<file path="config.mk">
export PLATFORM = sky130hd
export DESIGN_NAME = bubble_sort_engine
export DESIGN_NICKNAME = d
export VERILOG_FILES = /design/src/sv/bse_pkg.sv /design/src/sv/bse_cmp.sv /design/src/sv/bubble_sort_engine.sv
export SDC_FILE = /design/constraint.sdc
export NUM_CORES = 2
export LEC_CHECK = 0
export BUFFER_PORTS_ARGS = -buffer_cell sky130_fd_sc_hd__buf_2
export CORE_UTILIZATION = 43
export CTS_CLUSTER_SIZE = 8
export DETAILED_ROUTE_END_ITERATION = 6
export GPL_TIMING_DRIVEN = 0
export PLACE_DENSITY = 0.63
export SLEW_MARGIN = 20
export SYNTH_ARGS = -nofsm -noshare
export SYNTH_HDL_FRONTEND = slang
export SYNTH_SLANG_ARGS = --single-unit
</file>
<file path="constraint.sdc">
create_clock -name clk -period 12.5 [get_ports clk]
set_input_delay 1.25 -clock clk [delete_from_list [all_inputs] [get_ports clk]]
set_output_delay 1.25 -clock clk [all_outputs]
set_load 0.01 [all_outputs]
</file>
<file path="src/sv/bse_pkg.sv">
// ----------------------------------------------------------------------------
// bse_pkg
// Shared types and constants for the bubble sort engine: the input and
// output word layouts and the element width.
// ----------------------------------------------------------------------------
`default_nettype none

package bse_pkg;

  localparam int unsigned ELEM_W = 32;

  // One input word: an element and the end-of-set flag
  typedef struct packed {
    logic signed [ELEM_W-1:0] value;
    logic                     last;
  } in_word_t;

  // One output word: a sorted element and the end-of-set flag
  typedef struct packed {
    logic signed [ELEM_W-1:0] sorted_value;
    logic                     final_res;
  } out_word_t;

endpackage

`default_nettype wire

</file>
<file path="src/sv/bse_cmp.sv">
// ----------------------------------------------------------------------------
// bse_cmp
// Shared compare unit: decides whether an adjacent pair is out of order
// for the selected direction. Equal values never swap.
// ----------------------------------------------------------------------------
`default_nettype none

module bse_cmp
  import bse_pkg::*;
(
  input  wire logic signed [ELEM_W-1:0] left,
  input  wire logic signed [ELEM_W-1:0] right,
  input  wire logic                     desc,
  output logic                          swap
);

  // Swap on strict inequality only
  always_comb begin
    if (desc) begin
      swap = (right > left);
    end else begin
      swap = (left > right);
    end
  end

endmodule

`default_nettype wire

</file>
<file path="src/sv/bubble_sort_engine.sv">
// ----------------------------------------------------------------------------
// bubble_sort_engine
// Buffers a set of signed elements, bubble sorts them in place in a
// single-port-write memory with one shared compare unit, then streams
// the sorted set out.
// ----------------------------------------------------------------------------
// Usage:
//   Input channel (in_valid / in_stall / in_data): one element per word;
//   in_data.last closes the set. While loading, a word is taken every cycle.
//   Words beyond CAPACITY are dropped; a dropped word flagged last still
//   closes the set.
//   Output channel (out_valid / out_stall / out_data): the sorted set in
//   order, out_data.final_res set on its last word.
//   cfg_we / cfg_wdata write the order bit (1 = descending); it is sampled
//   when the closing word is taken.
// Phases, for a set of n elements:
//   sort: n-1 passes over the element memory, one compare and one memory
//   write per cycle while stepping through a pass; skipped when n < 2.
//   emit: each word passes the registered memory read, then the output
//   register; the next read waits until the previous one has returned.
//   in_stall is high from the closing word until the last read of the emit
//   phase; loading of the next set overlaps the final output word.
// Reset: synchronous rst empties the set, clears the order bit to ascending
//   and drops any output word. Memory contents are not cleared.
// Stall: a stalled output word holds; emission pauses until it is taken.
// ----------------------------------------------------------------------------
`default_nettype none

module bubble_sort_engine
  import bse_pkg::*;
#(
  parameter int unsigned CAPACITY = 64
) (
  input  wire logic      clk,
  input  wire logic      rst,
  input  wire logic      in_valid,
  output logic           in_stall,
  input  wire in_word_t  in_data,
  output logic           out_valid,
  input  wire logic      out_stall,
  output out_word_t      out_data,
  input  wire logic      cfg_we,
  input  wire logic      cfg_wdata
);

  localparam int unsigned IDX_W = (CAPACITY > 1) ? $clog2(CAPACITY) : 1;
  localparam int unsigned CNT_W = $clog2(CAPACITY + 1);
  localparam logic [CNT_W-1:0] CAP_CNT = CNT_W'(CAPACITY);
  localparam logic [CNT_W-1:0] TWO_CNT = CNT_W'(2);

  typedef enum logic [2:0] {
    ST_LOAD,
    ST_FETCH,
    ST_FIRST,
    ST_STEP,
    ST_WB,
    ST_EMIT
  } state_t;

  state_t                   state;
  logic [CNT_W-1:0]         count;
  logic [CNT_W-1:0]         count_next;
  logic [IDX_W-1:0]         last_idx;
  logic [IDX_W-1:0]         idx;
  logic [IDX_W-1:0]         pass;
  logic [IDX_W-1:0]         emit_idx;
  logic signed [ELEM_W-1:0] cur;
  logic                     descending;
  logic                     desc_sort;
  logic                     rd_pend;
  logic                     rd_final;
  logic                     swap;
  logic                     in_take;
  logic                     emit_issue;

  // Element memory ports
  logic signed [ELEM_W-1:0] mem [CAPACITY];
  logic                     wr_en;
  logic [IDX_W-1:0]         wr_addr;
  logic signed [ELEM_W-1:0] wr_data;
  logic [IDX_W-1:0]         rd_addr;
  logic signed [ELEM_W-1:0] rd_data;

  assign in_stall   = (state != ST_LOAD);
  assign in_take    = in_valid && !in_stall;
  assign last_idx   = IDX_W'(count - 1'b1);
  assign emit_issue = (state == ST_EMIT) && !rd_pend && (!out_valid || !out_stall);

  // Count after the word taken this cycle, if any room is left
  always_comb begin
    if (count < CAP_CNT) begin
      count_next = CNT_W'(count + 1'b1);
    end else begin
      count_next = count;
    end
  end

  // Shared compare: carried element against the element just read
  bse_cmp u_cmp (
    .left  (cur),
    .right (rd_data),
    .desc  (desc_sort),
    .swap  (swap)
  );

  // Drive memory write and read ports
  always_comb begin
    wr_en   = 1'b0;
    wr_addr = '0;
    wr_data = cur;
    rd_addr = '0;
    unique case (state)
      ST_LOAD: begin
        wr_en   = in_take && (count < CAP_CNT);
        wr_addr = count[IDX_W-1:0];
        wr_data = in_data.value;
      end
      ST_FETCH: begin
        rd_addr = '0;
      end
      ST_FIRST: begin
        rd_addr = IDX_W'(1);
      end
      ST_STEP: begin
        wr_en   = 1'b1;
        wr_addr = IDX_W'(idx - 1'b1);
        wr_data = swap ? rd_data : cur;
        rd_addr = IDX_W'(idx + 1'b1);
      end
      ST_WB: begin
        wr_en   = 1'b1;
        wr_addr = last_idx;
        wr_data = cur;
        rd_addr = '0;
      end
      ST_EMIT: begin
        rd_addr = emit_idx;
      end
      default: begin
        wr_en = 1'b0;
      end
    endcase
  end

  // Element memory with registered read
  always_ff @(posedge clk) begin
    if (wr_en) begin
      mem[wr_addr] <= wr_data;
    end
    rd_data <= mem[rd_addr];
  end

  // Order register
  always_ff @(posedge clk) begin
    if (rst) begin
      descending <= 1'b0;
    end else if (cfg_we) begin
      descending <= cfg_wdata;
    end
  end

  // Sequencer: load, sort passes, emit
  always_ff @(posedge clk) begin
    if (rst) begin
      state     <= ST_LOAD;
      count     <= '0;
      idx       <= '0;
      pass      <= '0;
      emit_idx  <= '0;
      desc_sort <= 1'b0;
      rd_pend   <= 1'b0;
      out_valid <= 1'b0;
    end else begin
      rd_pend <= emit_issue;

      // Output register: load on read return, drop when taken
      if (rd_pend) begin
        out_valid             <= 1'b1;
        out_data.sorted_value <= rd_data;
        out_data.final_res    <= rd_final;
      end else if (!out_stall) begin
        out_valid <= 1'b0;
      end

      unique case (state)
        ST_LOAD: begin
          if (in_take) begin
            count <= count_next;
            if (in_data.last) begin
              desc_sort <= descending;
              pass      <= '0;
              emit_idx  <= '0;
              if (count_next < TWO_CNT) begin
                state <= ST_EMIT;
              end else begin
                state <= ST_FETCH;
              end
            end
          end
        end
        ST_FETCH: begin
          state <= ST_FIRST;
        end
        ST_FIRST: begin
          idx   <= IDX_W'(1);
          state <= ST_STEP;
        end
        ST_STEP: begin
          idx <= IDX_W'(idx + 1'b1);
          if (idx == last_idx) begin
            pass  <= IDX_W'(pass + 1'b1);
            state <= ST_WB;
          end
        end
        ST_WB: begin
          if (pass == last_idx) begin
            state <= ST_EMIT;
          end else begin
            state <= ST_FIRST;
          end
        end
        ST_EMIT: begin
          if (emit_issue) begin
            emit_idx <= IDX_W'(emit_idx + 1'b1);
            if (emit_idx == last_idx) begin
              count <= '0;
              state <= ST_LOAD;
            end
          end
        end
        default: begin
          state <= ST_LOAD;
        end
      endcase
    end
  end

  // Carried element and end-of-set flag of the pending read
  always_ff @(posedge clk) begin
    if (state == ST_FIRST) begin
      cur <= rd_data;
    end else if (state == ST_STEP && !swap) begin
      cur <= rd_data;
    end
    if (emit_issue) begin
      rd_final <= (emit_idx == last_idx);
    end
  end

`ifndef SYNTHESIS
  // Fill level never passes capacity
  a_count_max: assert property (@(posedge clk) disable iff (rst)
    count <= CAP_CNT)
    else $error("element count above capacity");

  // Sort passes only run on sets of two or more
  a_sort_size: assert property (@(posedge clk) disable iff (rst)
    (state == ST_STEP || state == ST_WB || state == ST_FIRST) |-> count >= TWO_CNT)
    else $error("sort pass on a set smaller than two");

  // Emit phase always has at least one element
  a_emit_size: assert property (@(posedge clk) disable iff (rst)
    state == ST_EMIT |-> count != '0)
    else $error("emit phase with an empty set");

  // A returning read always lands in the output register
  a_read_lands: assert property (@(posedge clk) disable iff (rst)
    rd_pend |=> out_valid)
    else $error("memory read lost before output register");
`endif

endmodule

`default_nettype wire
</file>
==> summary.md <==
| Metric | Value |
|---|---|
| FF-to-FF Start | `idx[0]` |
| Fraction of layout cells with a size suffix above 1 | `0.268` |
| Syn. warnings | `0` |
| Placed instance count | `slightly below 8000` |
| Register area share after synthesis | `0.748` |
| Hold wc startpoint | `rd_final` |
| Worst Path Max Fanout | `10` |
| Final layout net count | `5548` |
| WL per Instance | `37.8 um` |
| Sink Count | `2178` |
| First-pass GRT wire length | `420000 um` |
| HPWL after detailed placement | `219000 um` |
| Area delta synth->final | `20.5%` |
| Syn_nets | `between 4000 and 5000` |
| Die span in x | `451 um` |
| Post-synthesis cell area | `around 87000 um^2` |
| Total CTS buffers | `between 300 and 400` |
| Htree depth | `5` |
| Die H | `451 um` |
| CTS tree | `done` |
| Peak supply drop | `0.189 mV` |
| Reg2Reg Depth | `12` |
| Gpl congestion | `just over 0.9` |
| Synth unique cells | `77` |
| Register-to-register setup slack | `approximately 6500 ps` |
| RSZ-0062 raised after global routing | `no` |
| Vias in the first global route | `51600` |
| WP data required | `13150 ps` |
| GRT overflow | `0` |
| Largest net degree at the start of global routing | `27` |
| Fin cells | `8190` |
| Die ar. | `a little over 200000 um^2` |
| Lkg Pwr | `35.0 nW` |
| Post-route clock period utilization | `0.483` |
| Minimum clock period | `6030 ps` |
| Top FF cell, synth | `edfxtp_1` |
| Fin. max-slew vios | `0` |
| P per Cell Area | `roughly 240 nW/um^2` |
| Max-slew headroom | `0.129` |
| Post-DRT Antenna Nets | `0` |
| Sum Neg Setup Slack | `0 ps` |
| DRT Pass-1 Iters | `7` |
| Core box area | `approximately 200000 um^2` |
| IO Port Bufs | `slightly above 70` |
| Status | `finished, violations left` |
| Root Driver | `clkbuf_16` |
| Commonest non-fill, non-tap cell in the layout | `edfxtp_1` |
| Worst reg2reg endpoint | `rd_data[19]` |
| Commonest non-fill, non-tap cells in the layout | `edfxtp_1, nand2_1, mux4_2, clkbuf_16, buf_4` |
| End of the worst hold path | `out_data[0]` |
| Max-Cap Viols | `0` |
| CTS max path bufs | `4` |
| Final-report setup violation count | `0` |
| #FFs+latches synth | `2178` |
| Worst-Skew Late Latency | `slightly below 1000 ps` |
| Vias per cell | `roughly 6.5` |
| DRC viols | `between 40 and 50` |
| Fraction of registers with async set/reset | `0` |
| Initial Utilization | `0.433` |
| Worst setup SP type | `register` |
| Final wirelength | `between 300000 and 400000 um` |
| Initial antenna violation count | `17` |
| Top Ports | `74` |
| Post-cts gate resize count | `0` |
| Setup repair bufs after CTS | `0` |
| Starting DRT DRC Count | `9106` |
| Clk_skew | `about 70 ps` |
| Hold Path Class | `reg -> reg` |
| Tightest Pin Transition | `between 1000 and 1500 ps` |
| Avg Synthesized Cell Area | `18.4 um^2` |
| CP Capture Type | `register` |
| DR vias | `around 53000` |
| Register clock-pin slew on the reported worst setup and hold paths | `approximately 50 ps` |
| Hold Path Depth | `0` |
| Fmax | `~170 MHz` |
| Hold-fix buffers at CTS | `0` |
| Syn Inst Count | `4719` |
| Crit path DAT | `6680 ps` |
| Hold Fails Final Rpt | `0` |
| Row cnt | `164` |
| Crit path kind | `reg -> reg` |
| Failing checks | `design-rule violations` |
| GRT Overall Usage | `0.303` |
| Number of synthesized flops with an enable pin | `2114` |
flip-flops by register name, indices dropped and copies added, names as in the netlist:
name / count
state: 3
rd_final: 1
rd_data: 32
out_data: 33
cur: 32
mem: 2048
desc_sort: 1
emit_idx: 6
out_valid: 1
descending: 1
rd_pend: 1
count: 7
idx: 6
pass: 6
through the flow:
step                cell area [um^2]  worst slack, ps  hold WS, ps  utilization  total power, mW
floorplan                      86600             7970          400            -             13.8
global placement               90300             4460          404        0.452             16.4
detailed placement             95800             6660          406        0.479             17.0
CTS                           104000             6590          422        0.522             24.6
global route                  104000             6710          432        0.522             25.3
finish                        104000             6470          424        0.522             24.7
power breakdown:
group          internal (mW)  total (mW)  switching (mW)  leakage (nW)
clock network           4.69        7.65            2.95          4.18
logic                   2.30        6.85            4.54          11.2
registers               10.0        10.3           0.202          19.6
total                   17.0        24.7            7.70          35.0
layout make-up:
cell class              count  area, um^2
repair buffers            428        5290
diodes                      4        10.0
inverters                  46         173
plain buffers             282        1630
clock buffers             380        8520
multi-input cells        2213       20600
clock inverters             3        22.5
flip-flops and latches   2178       64800
well taps                2656        3320
fillers                 15700       95500
Yosys cell counts (46+ instances only):
master	instances	area [um^2]
o221ai_1	60	526
edfxtp_1	2114	63500
o21ai_0	88	440
inv_1	46	173
mux4_2	341	7680
dfxtp_1	64	1280
nand2_1	396	1490
clkbuf_1	121	454
buf_2	72	360
a21oi_1	116	581
nand3_1	166	831
nor2_1	152	571
o22ai_1	58	363
mux2i_1	214	2140
mux2_2	118	1330
cell families (layout without fill, tap and decap cells):
logic type,count (synthesis),after routing,synth area share
other,0,4,0
adders and majority gates,38,38,0.00549
muxes,679,679,0.130
and+or+nand+nor,879,879,0.0459
xor gates and xnor gates,40,40,0.00436
buffers and inverters,328,1139,0.0205
DFF,2178,2178,0.748
AOI/OAI and AO/OA,577,577,0.0465
worst max-delay path, cell delays in order, from the launching register on:
cell and delay, ps:
dfxtp_1 330, buf_2 200, inv_1 100, ha_1 330, and3b_1 210, o21ai_2 240, nand2_1 550, clkbuf_1 970
clkbuf_1 960, o22ai_1 240, a2bb2oi_1 200, o21ai_0 830, o311ai_2 530
worst max path at each step:
stage | slack (ps) | endpoint | depth (start not counted) | start
after floorplan | 7970 | mem[0][0] | 10 | cur[14]
after global placement | 4460 | mem[18][6] | 9 | rd_data[14]
after detailed placement | 6660 | rd_data[19] | 12 | idx[0]
after CTS | 6590 | rd_data[19] | 12 | idx[0]
after global routing | 6710 | rd_data[19] | 12 | idx[0]
final | 6470 | rd_data[19] | 12 | idx[0]
metal layers:
metal / part of all wire / up-vias / track usage
li1: - / 20500 / -
met1: 0.36 / 27300 / 0.398
met2: 0.44 / 4370 / 0.448
met3: 0.14 / 894 / 0.0966
met4: 0.061 / 24 / 0.162
met5: 0.00070 / - / 0.00260
No activity file was read; power rests on OpenSTA's default activity.
